$ cat config.mk
export PLATFORM = sky130hd
export DESIGN_NAME = utf8_codepoint_decoder_flat
export DESIGN_NICKNAME = d
export VERILOG_FILES = /design/src/design/u8d_pkg.sv /design/src/design/u8d_in_if.sv /design/src/design/u8d_out_if.sv /design/src/design/u8d_cell.sv /design/src/design/u8d_tail.sv /design/src/design/utf8_codepoint_decoder.sv /design/src/flat_wrapper.sv
export SDC_FILE = /design/constraint.sdc
export NUM_CORES = 1
export LEC_CHECK = 0
export ABC_AREA = 1
export BUFFER_PORTS_ARGS = -buffer_cell sky130_fd_sc_hd__clkbuf_2
export CORE_ASPECT_RATIO = 1.2
export CORE_MARGIN = 2
export CORE_UTILIZATION = 56
export CTS_CLUSTER_SIZE = 25
export DETAILED_ROUTE_END_ITERATION = 10
export GPL_TIMING_DRIVEN = 0
export PLACE_DENSITY = 0.76
export SLEW_MARGIN = 20
export SYNTH_ARGS = -nofsm -noshare
export SYNTH_HDL_FRONTEND = slang
export SYNTH_SLANG_ARGS = --single-unit
$ cat constraint.sdc
create_clock -name clk_i -period 4.25 [get_ports clk_i]
set_clock_uncertainty 0.1 [all_clocks]
set_input_delay 0.2125 -clock clk_i [delete_from_list [all_inputs] [get_ports clk_i]]
set_output_delay 0.2125 -clock clk_i [all_outputs]
set_load 0.02 [all_outputs]
$ cat src/design/u8d_pkg.sv
// u8d_pkg: types, tables and helper functions of the utf-8 code point decoder
// no dependencies; imported by the cells, the tail stage and the top level

package u8d_pkg;

  localparam int unsigned TransSize = 108;

  localparam logic [6:0]  DFA_ACCEPT = 7'd0;
  localparam logic [6:0]  DFA_REJECT = 7'd12;
  localparam logic [20:0] REPL_CHAR  = 21'h00FFFD;
  localparam logic [7:0]  LEAD_MASK  = 8'hFF;

  typedef enum logic [2:0] {
    ST_OK       = 3'd0,
    ST_END      = 3'd1,
    ST_PREFIX   = 3'd2,
    ST_OVERLONG = 3'd3,
    ST_CONT     = 3'd4,
    ST_TRUNC    = 3'd5
  } status_e;

  localparam logic [6:0] TRANS_TAB [TransSize] = '{
    7'd0,  7'd12, 7'd24, 7'd36, 7'd60, 7'd96, 7'd84, 7'd12, 7'd12, 7'd12, 7'd48, 7'd72,
    7'd12, 7'd12, 7'd12, 7'd12, 7'd12, 7'd12, 7'd12, 7'd12, 7'd12, 7'd12, 7'd12, 7'd12,
    7'd12, 7'd0,  7'd12, 7'd12, 7'd12, 7'd12, 7'd12, 7'd0,  7'd12, 7'd0,  7'd12, 7'd12,
    7'd12, 7'd24, 7'd12, 7'd12, 7'd12, 7'd12, 7'd12, 7'd24, 7'd12, 7'd24, 7'd12, 7'd12,
    7'd12, 7'd12, 7'd12, 7'd12, 7'd12, 7'd12, 7'd12, 7'd24, 7'd12, 7'd12, 7'd12, 7'd12,
    7'd12, 7'd24, 7'd12, 7'd12, 7'd12, 7'd12, 7'd12, 7'd12, 7'd12, 7'd24, 7'd12, 7'd12,
    7'd12, 7'd12, 7'd12, 7'd12, 7'd12, 7'd12, 7'd12, 7'd36, 7'd12, 7'd36, 7'd12, 7'd12,
    7'd12, 7'd36, 7'd12, 7'd12, 7'd12, 7'd12, 7'd12, 7'd36, 7'd12, 7'd36, 7'd12, 7'd12,
    7'd12, 7'd36, 7'd12, 7'd12, 7'd12, 7'd12, 7'd12, 7'd36, 7'd12, 7'd36, 7'd12, 7'd12
  };

  typedef struct packed {
    logic            done;
    logic [20:0]     acc;
    logic [2:0]      used;
    status_e         st;
    logic [6:0]      dfa;
    logic [2:0]      pos;
    logic [3:0][7:0] win;
    logic [2:0]      avail;
    logic [7:0]      b1;
  } token_t;

  function automatic logic [3:0] byte_class(input logic [7:0] b);
    logic [3:0] cls;
    if (b < 8'h80)       cls = 4'd0;
    else if (b < 8'h90)  cls = 4'd1;
    else if (b < 8'hA0)  cls = 4'd9;
    else if (b < 8'hC0)  cls = 4'd7;
    else if (b < 8'hC2)  cls = 4'd8;
    else if (b < 8'hE0)  cls = 4'd2;
    else if (b == 8'hE0) cls = 4'd10;
    else if (b == 8'hED) cls = 4'd4;
    else if (b < 8'hF0)  cls = 4'd3;
    else if (b == 8'hF0) cls = 4'd11;
    else if (b < 8'hF4)  cls = 4'd6;
    else if (b == 8'hF4) cls = 4'd5;
    else                 cls = 4'd8;
    return cls;
  endfunction

  function automatic status_e diagnose(input logic [7:0] b0, input logic [7:0] b1);
    status_e st;
    if (b0 == 8'hED && b1 >= 8'hA0 && b1 <= 8'hBF)      st = ST_PREFIX;
    else if (b0 == 8'hF4 && b1 >= 8'h90 && b1 <= 8'hBF) st = ST_PREFIX;
    else if (b0 == 8'hE0 && b1 >= 8'h80 && b1 <= 8'h9F) st = ST_OVERLONG;
    else if (b0 == 8'hF0 && b1 >= 8'h80 && b1 <= 8'h8F) st = ST_OVERLONG;
    else if (b0 >= 8'h80 && b0 <= 8'hBF)                st = ST_PREFIX;
    else if (b0 >= 8'hF5)                               st = ST_PREFIX;
    else if (b0 == 8'hC0 || b0 == 8'hC1)                st = ST_OVERLONG;
    else                                                st = ST_CONT;
    return st;
  endfunction

  function automatic status_e strict_check(input logic [20:0] cp, input logic [2:0] len);
    status_e st;
    if (cp > 21'h10FFFF)                        st = ST_PREFIX;
    else if (cp >= 21'h00D800 && cp <= 21'h00DFFF) st = ST_PREFIX;
    else if (len == 3'd1 && cp >= 21'h000080)   st = ST_PREFIX;
    else if (len == 3'd2 && cp <= 21'h00007F)   st = ST_OVERLONG;
    else if (len == 3'd3 && cp <= 21'h0007FF)   st = ST_OVERLONG;
    else if (len == 3'd4 && cp <= 21'h00FFFF)   st = ST_OVERLONG;
    else                                        st = ST_OK;
    return st;
  endfunction

  function automatic logic [2:0] lead_length(input logic [7:0] b0);
    logic [2:0] n;
    if (b0 < 8'h80)                      n = 3'd1;
    else if (b0 >= 8'hC2 && b0 <= 8'hDF) n = 3'd2;
    else if (b0 >= 8'hE0 && b0 <= 8'hEF) n = 3'd3;
    else if (b0 >= 8'hF0 && b0 <= 8'hF4) n = 3'd4;
    else                                 n = 3'd0;
    return n;
  endfunction

endpackage

$ cat src/design/u8d_in_if.sv
// u8d_in_if: input channel of the decoder, valid/ready plus a four-byte window
// no dependencies

interface u8d_in_if;
  logic       valid;
  logic       ready;
  logic [7:0] lead_byte;
  logic [7:0] follow_byte;
  logic [7:0] third_byte;
  logic [7:0] fourth_byte;
  logic [2:0] bytes_available;

  modport source (
    output valid, lead_byte, follow_byte, third_byte, fourth_byte, bytes_available,
    input  ready
  );
  modport sink (
    input  valid, lead_byte, follow_byte, third_byte, fourth_byte, bytes_available,
    output ready
  );
endinterface

$ cat src/design/u8d_out_if.sv
// u8d_out_if: result channel of the decoder, valid/ready plus code point and status
// no dependencies

interface u8d_out_if;
  logic        valid;
  logic        ready;
  logic [20:0] code_point;
  logic [2:0]  advance_len;
  logic [2:0]  status;

  modport source (
    output valid, code_point, advance_len, status,
    input  ready
  );
  modport sink (
    input  valid, code_point, advance_len, status,
    output ready
  );
endinterface

$ cat src/design/u8d_cell.sv
// u8d_cell: one decode step, classifies one byte and advances the automaton
// depends on u8d_pkg; registered stage with its own valid/ready

module u8d_cell (
  input  logic            clk_i,
  input  logic            rst_ni,
  input  logic            valid_i,
  output logic            ready_o,
  input  u8d_pkg::token_t tok_i,
  output logic            valid_o,
  input  logic            ready_i,
  output u8d_pkg::token_t tok_o
);
  import u8d_pkg::*;

  logic       valid_q;
  token_t     tok_q, tok_d;
  logic [7:0] b;
  logic [3:0] cls;
  logic [6:0] nxt;
  logic [2:0] len;
  logic [20:0] acc;
  status_e    chk;

  always_comb begin
    tok_d = tok_i;
    b     = tok_i.win[tok_i.pos[1:0]];
    cls   = byte_class(b);
    len   = tok_i.pos + 3'd1;
    nxt   = TRANS_TAB[tok_i.dfa + {3'b000, cls}];
    if (tok_i.dfa != DFA_ACCEPT) begin
      acc = {tok_i.acc[14:0], b[5:0]};
    end else begin
      acc = {13'd0, (LEAD_MASK >> cls) & b};
    end
    chk = strict_check(acc, len);
    if (!tok_i.done && tok_i.pos < tok_i.avail) begin
      tok_d.acc = acc;
      tok_d.dfa = nxt;
      tok_d.pos = len;
      if (nxt == DFA_ACCEPT) begin
        tok_d.done = 1'b1;
        if (chk != ST_OK) begin
          tok_d.acc  = REPL_CHAR;
          tok_d.used = 3'd1;
          tok_d.st   = chk;
        end else begin
          tok_d.used = len;
          tok_d.st   = ST_OK;
        end
      end else if (nxt == DFA_REJECT) begin
        tok_d.done = 1'b1;
        tok_d.acc  = REPL_CHAR;
        tok_d.used = 3'd1;
        tok_d.st   = diagnose(tok_i.win[0], tok_i.b1);
      end
    end
  end

  assign ready_o = !valid_q || ready_i;

  always_ff @(posedge clk_i or negedge rst_ni) begin
    if (!rst_ni) begin
      valid_q <= 1'b0;
    end else if (ready_o) begin
      valid_q <= valid_i;
    end
  end

  always_ff @(posedge clk_i) begin
    if (ready_o && valid_i) begin
      tok_q <= tok_d;
    end
  end

  assign valid_o = valid_q;
  assign tok_o   = tok_q;
endmodule

$ cat src/design/u8d_tail.sv
// u8d_tail: settles items that ran out of bytes and holds the result register
// depends on u8d_pkg and u8d_out_if

module u8d_tail (
  input  logic            clk_i,
  input  logic            rst_ni,
  input  logic            valid_i,
  output logic            ready_o,
  input  u8d_pkg::token_t tok_i,
  u8d_out_if.source       out_o
);
  import u8d_pkg::*;

  logic        valid_q;
  logic [20:0] cp_q, cp_d;
  logic [2:0]  used_q, used_d;
  status_e     st_q, st_d;
  logic [2:0]  need;

  always_comb begin
    need   = lead_length(tok_i.win[0]);
    cp_d   = tok_i.acc;
    used_d = tok_i.used;
    st_d   = tok_i.st;
    if (!tok_i.done) begin
      cp_d   = REPL_CHAR;
      used_d = 3'd1;
      if (need == 3'd0) begin
        st_d = diagnose(tok_i.win[0], tok_i.b1);
      end else if (tok_i.avail < need) begin
        st_d = ST_TRUNC;
      end else begin
        st_d = ST_PREFIX;
      end
    end
  end

  assign ready_o = !valid_q || out_o.ready;

  always_ff @(posedge clk_i or negedge rst_ni) begin
    if (!rst_ni) begin
      valid_q <= 1'b0;
    end else if (ready_o) begin
      valid_q <= valid_i;
    end
  end

  always_ff @(posedge clk_i) begin
    if (ready_o && valid_i) begin
      cp_q   <= cp_d;
      used_q <= used_d;
      st_q   <= st_d;
    end
  end

  assign out_o.valid       = valid_q;
  assign out_o.code_point  = cp_q;
  assign out_o.advance_len = used_q;
  assign out_o.status      = st_q;
endmodule

$ cat src/design/utf8_codepoint_decoder.sv
// utf8_codepoint_decoder: top level, a row of four decode cells and a result stage
// depends on u8d_pkg, u8d_in_if, u8d_out_if, u8d_cell and u8d_tail
//
// usage
// - in_i carries one item: a four-byte window and bytes_available (values above
//   four count as four); out_o returns one result item per input item, in order:
//   code point, bytes to advance and status
// - each cell takes one byte of the window and one automaton step; the last
//   stage settles windows that end inside a sequence and holds the result
// - each item is registered in the four cells and then in the result stage before
//   out_o.valid rises; one item per cycle while out_o.ready stays high
// - every stage has its own valid/ready, so a stalled receiver stops only the
//   stages behind a full one; bubbles in the row are filled while it waits
// - reset clears all stage valid flags; no item is in flight afterwards

module utf8_codepoint_decoder (
  input  logic       clk_i,
  input  logic       rst_ni,
  u8d_in_if.sink     in_i,
  u8d_out_if.source  out_o
);
  import u8d_pkg::*;

  localparam int unsigned NumCells = 4;

  logic       [NumCells:0] valid;
  logic       [NumCells:0] ready;
  token_t                  tok [NumCells+1];
  token_t                  head_tok;
  logic       [2:0]        avail_sat;

  always_comb begin
    avail_sat = (in_i.bytes_available > 3'd4) ? 3'd4 : in_i.bytes_available;
    head_tok.done  = (avail_sat == 3'd0);
    head_tok.acc   = REPL_CHAR;
    head_tok.used  = 3'd0;
    head_tok.st    = ST_END;
    head_tok.dfa   = DFA_ACCEPT;
    head_tok.pos   = 3'd0;
    head_tok.win   = {in_i.fourth_byte, in_i.third_byte, in_i.follow_byte, in_i.lead_byte};
    head_tok.avail = avail_sat;
    head_tok.b1    = (avail_sat > 3'd1) ? in_i.follow_byte : 8'd0;
  end

  assign tok[0]     = head_tok;
  assign valid[0]   = in_i.valid;
  assign in_i.ready = ready[0];

  for (genvar k = 0; k < NumCells; k++) begin : g_cell
    u8d_cell u_cell (
      .clk_i   (clk_i),
      .rst_ni  (rst_ni),
      .valid_i (valid[k]),
      .ready_o (ready[k]),
      .tok_i   (tok[k]),
      .valid_o (valid[k+1]),
      .ready_i (ready[k+1]),
      .tok_o   (tok[k+1])
    );
  end

  u8d_tail u_tail (
    .clk_i   (clk_i),
    .rst_ni  (rst_ni),
    .valid_i (valid[NumCells]),
    .ready_o (ready[NumCells]),
    .tok_i   (tok[NumCells]),
    .out_o   (out_o)
  );
endmodule
$ cat src/flat_wrapper.sv
// flat-port wrapper written by rule: the top's interface ports become plain ports
module utf8_codepoint_decoder_flat import u8d_pkg::*;
  (clk_i, rst_ni, in_i_valid, in_i_lead_byte, in_i_follow_byte, in_i_third_byte, in_i_fourth_byte, in_i_bytes_available, in_i_ready, out_o_valid, out_o_code_point, out_o_advance_len, out_o_status, out_o_ready);
  u8d_in_if in_i_i ();
  u8d_out_if out_o_i ();
  input  logic clk_i;
  input  logic rst_ni;
  input wire logic [$bits(in_i_i.valid)-1:0] in_i_valid;
  input wire logic [$bits(in_i_i.lead_byte)-1:0] in_i_lead_byte;
  input wire logic [$bits(in_i_i.follow_byte)-1:0] in_i_follow_byte;
  input wire logic [$bits(in_i_i.third_byte)-1:0] in_i_third_byte;
  input wire logic [$bits(in_i_i.fourth_byte)-1:0] in_i_fourth_byte;
  input wire logic [$bits(in_i_i.bytes_available)-1:0] in_i_bytes_available;
  output wire logic [$bits(in_i_i.ready)-1:0] in_i_ready;
  output wire logic [$bits(out_o_i.valid)-1:0] out_o_valid;
  output wire logic [$bits(out_o_i.code_point)-1:0] out_o_code_point;
  output wire logic [$bits(out_o_i.advance_len)-1:0] out_o_advance_len;
  output wire logic [$bits(out_o_i.status)-1:0] out_o_status;
  input wire logic [$bits(out_o_i.ready)-1:0] out_o_ready;
  assign in_i_i.valid = in_i_valid;
  assign in_i_i.lead_byte = in_i_lead_byte;
  assign in_i_i.follow_byte = in_i_follow_byte;
  assign in_i_i.third_byte = in_i_third_byte;
  assign in_i_i.fourth_byte = in_i_fourth_byte;
  assign in_i_i.bytes_available = in_i_bytes_available;
  assign in_i_ready = in_i_i.ready;
  assign out_o_valid = out_o_i.valid;
  assign out_o_code_point = out_o_i.code_point;
  assign out_o_advance_len = out_o_i.advance_len;
  assign out_o_status = out_o_i.status;
  assign out_o_i.ready = out_o_ready;
  utf8_codepoint_decoder u_core (.clk_i(clk_i), .rst_ni(rst_ni), .in_i(in_i_i), .out_o(out_o_i));
endmodule
Yosys cells after proc, flatten, opt, wreduce, memory -nomap -nowiden
Memories as Yosys holds them, arrays and structs flattened.
Cells that the tools add are included.
{"block": "word_totals", "regBits": 322, "mem_bits_ro": 3584, "inputBits": 39, "output_inout_bits": 29, "n_memories": 4}
{"memory": "(no name shown)", "depth": 128, "word_bits": 7, "read_ports": 1, "rd_ports_with_merged_regs": 0, "wr": 0, "line_no": "u8d_cell.sv:30", "source": "nxt = TRANS_TAB[tok_i.dfa + {3'b000, cls}];"}
{"memory": "(no name shown)", "depth": 128, "word_bits": 7, "read_ports": 1, "rd_ports_with_merged_regs": 0, "wr": 0, "line_no": "u8d_cell.sv:30"}
{"memory": "(no name shown)", "depth": 128, "word_bits": 7, "read_ports": 1, "rd_ports_with_merged_regs": 0, "wr": 0, "line_no": "u8d_cell.sv:30"}
{"memory": "(no name shown)", "depth": 128, "word_bits": 7, "read_ports": 1, "rd_ports_with_merged_regs": 0, "wr": 0, "line_no": "u8d_cell.sv:30"}
{"block": "classes", "add_sub_neg": 6, "order_cmp": 123, "n_eq_ne": 58, "n_shift": 4, "muxes": 150, "n_bitwise": 8, "n_reduce_logical": 105}
{"cell": "$eq 8x8->1 const B", "count": 42}
{"cell": "$ge 8x8->1 const B", "count": 33}
{"cell": "$lt 8x8->1 const B", "count": 33}
{"cell": "$mux 28", "count": 8}
{"cell": "$mux 4", "count": 48}
{"cell": "$le 8x8->1 const B", "count": 23}
{"cell": "$mux 38", "count": 4}
{"cell": "$mux 3", "count": 44}
{"cell": "$le 21x16->1 const B", "count": 6}
{"cell": "$mux 21", "count": 6}
{"cell": "$logic_and 1x1->1", "count": 73}
{"cell": "$ge 21x16->1 const B", "count": 3}
{"cell": "$ge 21x8->1 const B", "count": 3}
{"cell": "$gt 21x21->1 const B", "count": 3}
{"cell": "$le 21x11->1 const B", "count": 3}
{"cell": "$le 21x7->1 const B", "count": 3}
{"cell": "$mux 7", "count": 8}
{"cell": "$bmux 8 s2", "count": 3}
{"cell": "$mux 2", "count": 21}
{"cell": "$and 8x8->8", "count": 4}
{"cell": "$mux 8", "count": 4}
{"cell": "$shr 8x4->8 const A", "count": 4}
{"cell": "$eq 7x4->1 const B", "count": 4}
{"cell": "$logic_not 7->1", "count": 4}
{"cell": "other kinds (22)", "count": 67}

Longest topological paths before layout
{"block": "depth", "depth_word": 30, "ltp_mapped": 34}

By module
A second synthesis with hierarchy kept.
{"block": "hier_totals", "hier_cells": 2746, "hier_area_um2": 22387.7}
{"module": "u8d_cell at u_core.g_cell[0].u_cell", "n_inst": 1, "cells_each": 666, "area_per_inst_um2": 5328.9}
{"module": "u8d_cell at u_core.g_cell[3].u_cell", "n_inst": 1, "cells_each": 637, "area_per_inst_um2": 5306.3}
{"module": "u8d_cell at u_core.g_cell[2].u_cell", "n_inst": 1, "cells_each": 658, "area_per_inst_um2": 5248.8}
{"module": "u8d_cell at u_core.g_cell[1].u_cell", "n_inst": 1, "cells_each": 648, "area_per_inst_um2": 5156.2}
{"module": "u8d_tail", "n_inst": 1, "cells_each": 109, "area_per_inst_um2": 1231.2}
{"module": "utf8_codepoint_decoder", "n_inst": 1, "cells_each": 28, "area_per_inst_um2": 116.4}

Worst setup path after synthesis
OpenSTA, ideal clock, no wires.
{"block": "synth_timing", "path_kind": "reg2reg", "from": "reg u_core.u_tail.valid_q (netlist: u_core.u_tail.out_o.valid)", "to": "reg u_core.g_cell[1].u_cell.tok_q, in the netlist u_core.g_cell[1].u_cell.tok_o[10], enable pin", "setup_time_ns": 0.496, "t_arrival_ns": 3.734, "slack_ns": -0.080, "stages_incl_launch_ff": 10, "path_buffers": 0, "synth_period_minus_slack_ns": 4.330, "cell_sequence": "dfrtp_1 > inv_1 > nor2_1 > inv_1 > nor2_1 > inv_1 > nor2_1 > inv_1 > nor2_1 > nor2_1"}
{"block": "synth_between", "elab_chain_len": 6}
{"item": "start, declared", "line_no": "u8d_tail.sv:14", "source": "logic valid_q;"}
{"item": "start signal, assigned", "line_no": "u8d_tail.sv:44", "source": "valid_q <= valid_i;"}
{"item": "$logic_not 1->1", "line_no": "u8d_tail.sv:38", "source": "assign ready_o = !valid_q || out_o.ready;"}
{"item": "$logic_or 1x1->1", "line_no": "u8d_tail.sv:38"}
{"item": "$logic_or 1x1->1 (3 in series)", "line_no": "u8d_cell.sv:60", "source": "assign ready_o = !valid_q || ready_i;"}
{"item": "$logic_and 1x1->1", "line_no": "u8d_cell.sv:71", "source": "if (ready_o && valid_i) begin"}
{"item": "end signal, assigned", "line_no": "u8d_cell.sv:72", "source": "tok_q <= tok_d;"}
{"item": "end, declared", "line_no": "u8d_cell.sv:17", "source": "token_t tok_q, tok_d;"}
No other way between the ends.
A chain may end at the register's enable or synchronous reset.

==> summary by stage <==
STA
Counting I/O delays and the setup requirement, the final critical path takes 4.753 ns. The maximum clock frequency is 210.4 MHz. Of the available clock period, the critical path in the final layout requires 111.8%. The normalized max-slew margin is 48.07%. The setup TNS is -12.50 ns. The count of pins over their slew limit is 0. The final-report hold violation count is 0. Setup repair after global routing could not meet its margin everywhere. The total of endpoints with negative setup slack in the final report is 68. After layout, the worst setup slack is -0.5034 ns.

For the pin with the worst max-slew slack, the measured transition is 0.7719 ns.

Worst setup path
The endpoint of the lowest-slack register-to-register path is u_core.g_cell[2].u_cell.tok_o[61]. The sort of element at the end of the critical path is a register. The worst reg2reg path startpoint is u_core.g_cell[1].u_cell.tok_o[43]. The most used cell along the critical path is buf_4. The depth of the worst register-to-register path is 36. The largest individual stage delay along the critical path comes from the cell edfxtp_1.

The worst setup path is of the reg2reg kind. The origin of the worst setup path is u_core.g_cell[1].u_cell.tok_o[43]. The setup slack of the worst register-to-register path is -0.50 ns. In this design, the stage delay of the slowest critical-path cell is 0.43 ns. The critical path required time is approximately 4.6 ns. In this run the worst path has a maximum fanout of 10.

The critical path arrival is 5.08 ns. The most critical setup path has its endpoint at u_core.g_cell[2].u_cell.tok_o[61]. STA classifies the critical path startpoint as a register.

Route
In the final routed layout, each cell accounts on average for 17.71 microns. The final wirelength is roughly 43000 microns. The post-route DRC violation count is 0.

The detailed router's first-iteration violation count is 1213. The number of detailed-routing iterations run before antenna repair is 6. Summing over every cut layer, the via total after detailed routing is ~14000. The detail route stage leaves a number of antenna-violating nets equal to 0. In the routed layout, each cell is associated on average with a via count of 5.706.

Yosys
The number of instances in the synthesized netlist is around 1700. The count of yosys warnings during synthesis is 0. The count of unique library cells instantiated by Yosys is 61. The leading cell type by number of instances after synthesis is nand2_1. The total nets after synthesis is 1834. The post-synth design cell area is 0.01562 sq mm.

In the synthesized netlist the dominant register cell turns out to be edfxtp_1. In this run, synthesis inferred about 270 flip-flops with an integrated enable. The sequential area share after synthesis is roughly 52%. In the post-synthesis netlist, the biggest area contributors are edfxtp_1 52%, nand2_1 11%, inv_1 4.8%, nand3_1 4.8%, nor2_1 3.7%. The top cell type by area accounts for 51.51% of the synthesized area. The commonest cells after synthesis are 471 x nand2_1, 268 x edfxtp_1, 201 x inv_1. Averaged over all synthesized cells, the footprint is between 8 and 9 sq um.

The number of synthesized register bits is 273. edfxtp_1 takes more of the synthesized area than any other cell. For this run, asynchronously set or reset flops after synthesis account for around 1.8%.

Placement
The number of placed instances with taps included is 2166. The number of port buffers is 67. The placer congestion estimate is 0.9776. The placed standard-cell area is between 0.015 and 0.02 sq mm. The final HPWL from detailed placement is 27450 microns.

GRT
Entering global routing, the biggest net connects 49 pins. The global-route wire length before repair is around 62000 microns. Global routing consumed, over all layers together, 26.59% of the routing resources.

The total grt overflow is 0. The via count of the first global-routing pass is about 13000. The initial antenna violation count is 0.

Die
The number of primary I/O pins is 68. The floorplan has 67 rows. The die area is 0.02926 sq mm. The floorplan step defined a core boundary enclosing 0.02766 sq mm. The effective utilization at floorplan is 56.48%. The chip height is 187.0 microns. The die outline width is 156.5 microns.

CTS
The number of H-tree branching levels is 1. The sink count of the clock tree is 273. Clock tree synthesis selected as its root buffer the cell clkbuf_16. The clock latency on the worst-skew pair is about 0.55 ns. TritonCTS built the clock tree. After clock tree synthesis, the clock-pin slew on the worst setup and hold paths is 0.06 ns. The number of buffers on the longest clock path is 3. The number of clock buffers added by TritonCTS is 28.

Outcome
The final reports fail on negative setup slack. The run finished, with violations left.

Final layout
The final layout contains 2131 nets. From synthesis to final layout, the design area changed by 32.22%. After the flow finishes, the layout carries non-filler instances totaling 2411. Of the cells placed in the final design, the portion with a size suffix greater than 1 is ~32%. The finished cells cover between 0.02 and 0.025 sq mm.

The number of inserted filler cells in the final layout is 1796. 0 antenna diodes ended up in the layout.

Pwr
For this design the ratio of total power to cell area is about 600 mW/mm^2. In this run the static leakage power is 8.888 nW. IR analysis of the VDD net gives a maximum drop of 0.3721 mV.

Job
The reported max-cap violation count is 0.

Min path
The type of the worst min-delay path is in2reg.
==> critical path, delay by kind of cell (launching register included) <==
kind / cells / cell delay (ns)
AO/OA/AOI/OAI: 1 / 0.11
buffers and inverters: 23 / 2.91
AND/OR/NAND/NOR: 12 / 1.07
flip-flops: 1 / 0.43
==> routing by layer <==
metal,wire length [microns],vias to the layer above,global-route usage [%]
li1,-,6510,-
met1,15850,6448,31.00
met2,22140,628,47.97
met3,2210,171,2.595
met4,2504,0,14.15
met5,0,-,0
==> area by class of cell <==
type,instances,area (sq um),area share (%)
Multi-Input combinational cell,1220,7844,37.97
Inverter,216,873.3,4.227
Sequential cell,273,8173,39.56
Clock inverter,15,122.6,0.5935
Clock buffer,35,726.9,3.519
Tap cell,345,431.7,2.090
Buffer,39,312.8,1.514
Timing Repair inverter,1,8.758,0.04240
Timing Repair Buffer,267,2166,10.48
==> registers in the layout (all words and copies together) (netlist names) <==
| register | flops |
|---|---|
| u_core.g_cell.u_cell.tok_o | 241 |
| u_core.u_tail.out_o.code_point | 21 |
| u_core.g_cell.u_cell.valid_o | 4 |
| u_core.u_tail.out_o.advance_len | 3 |
| u_core.u_tail.out_o.status | 3 |
| u_core.u_tail.out_o.valid | 1 |
==> how the worst min path moves through the flow <==
stage | start | to | slack (ns) | cells past startpoint
2_1_floorplan | rst_ni | u_core.g_cell[0].u_cell.valid_o | -0.18 | 0
3_3_place_gp | rst_ni | u_core.g_cell[0].u_cell.valid_o | -0.07 | 1
3_5_place_dp | rst_ni | u_core.g_cell[0].u_cell.valid_o | -0.06 | 1
4_1_cts | in_i_third_byte[6] | u_core.g_cell[0].u_cell.tok_o[33] | 0.26 | 2
5_1_grt | in_i_fourth_byte[0] | u_core.g_cell[0].u_cell.tok_o[35] | 0.29 | 2
6_report | in_i_fourth_byte[5] | u_core.g_cell[0].u_cell.tok_o[40] | 0.28 | 2
==> metrics by stage <==
step	utilization [%]	setup WS, ns	power (mW)	hold WS [ns]
after global routing	74.68	-0.5834	13.25	0.2856
final	74.68	-0.5034	12.63	0.2799
after floorplan	-	0.08509	6.859	-0.1831
after detailed placement	59.76	-0.7947	7.858	-0.06270
after CTS	68.61	-0.1838	11.00	0.2624
after global placement	59.26	-0.7677	7.773	-0.06986
==> power by group <==
| group | switching [mW] | internal, mW |
|---|---|---|
| combinational | 3.76 | 2.60 |
| sequential | 0.297 | 3.70 |
| clock | 1.00 | 1.28 |
| total | 5.06 | 7.57 |
==> layout by cell type (no fill, tap or decap), drive strengths merged, types with 9 or more instances in the layout <==
cell	Yosys	routed
buf	24	183
nand2	501	502
ha	43	43
o21a	29	29
xor2	9	9
nand3	168	168
nand4	34	34
inv	215	217
clkinv	1	12
nor2	176	176
clkbuf	17	119
o21ai	88	88
nor3	28	28
a21oi	41	41
edfxtp	268	268
dlygate4sd3	0	39
o211ai	15	15
or2	20	20
==> what timing repair did <==
action / CTS / global route
pin swaps: 52 / 134
hold buffers: 39 / 0
gates cloned: 3 / 7
setup endpoints to repair: 84 / 81
endpoints found under the hold margin: 49 / 0
setup buffers: 76 / 72
gates resized for setup: 168 / 279
==> cells by family (layout without fill, tap and decap cells) <==
kind of cell,count (synthesis),count (layout),synth area share (%)
and+or+nand+nor,946,947,27.59
buffers and inverters,257,573,7.111
DFF,273,273,52.31
AOI/OAI and AO/OA,217,217,8.600
adders and majority gates,46,46,3.828
xor gates and xnor gates,10,10,0.5606
Power figures use the tool's default switching activity.
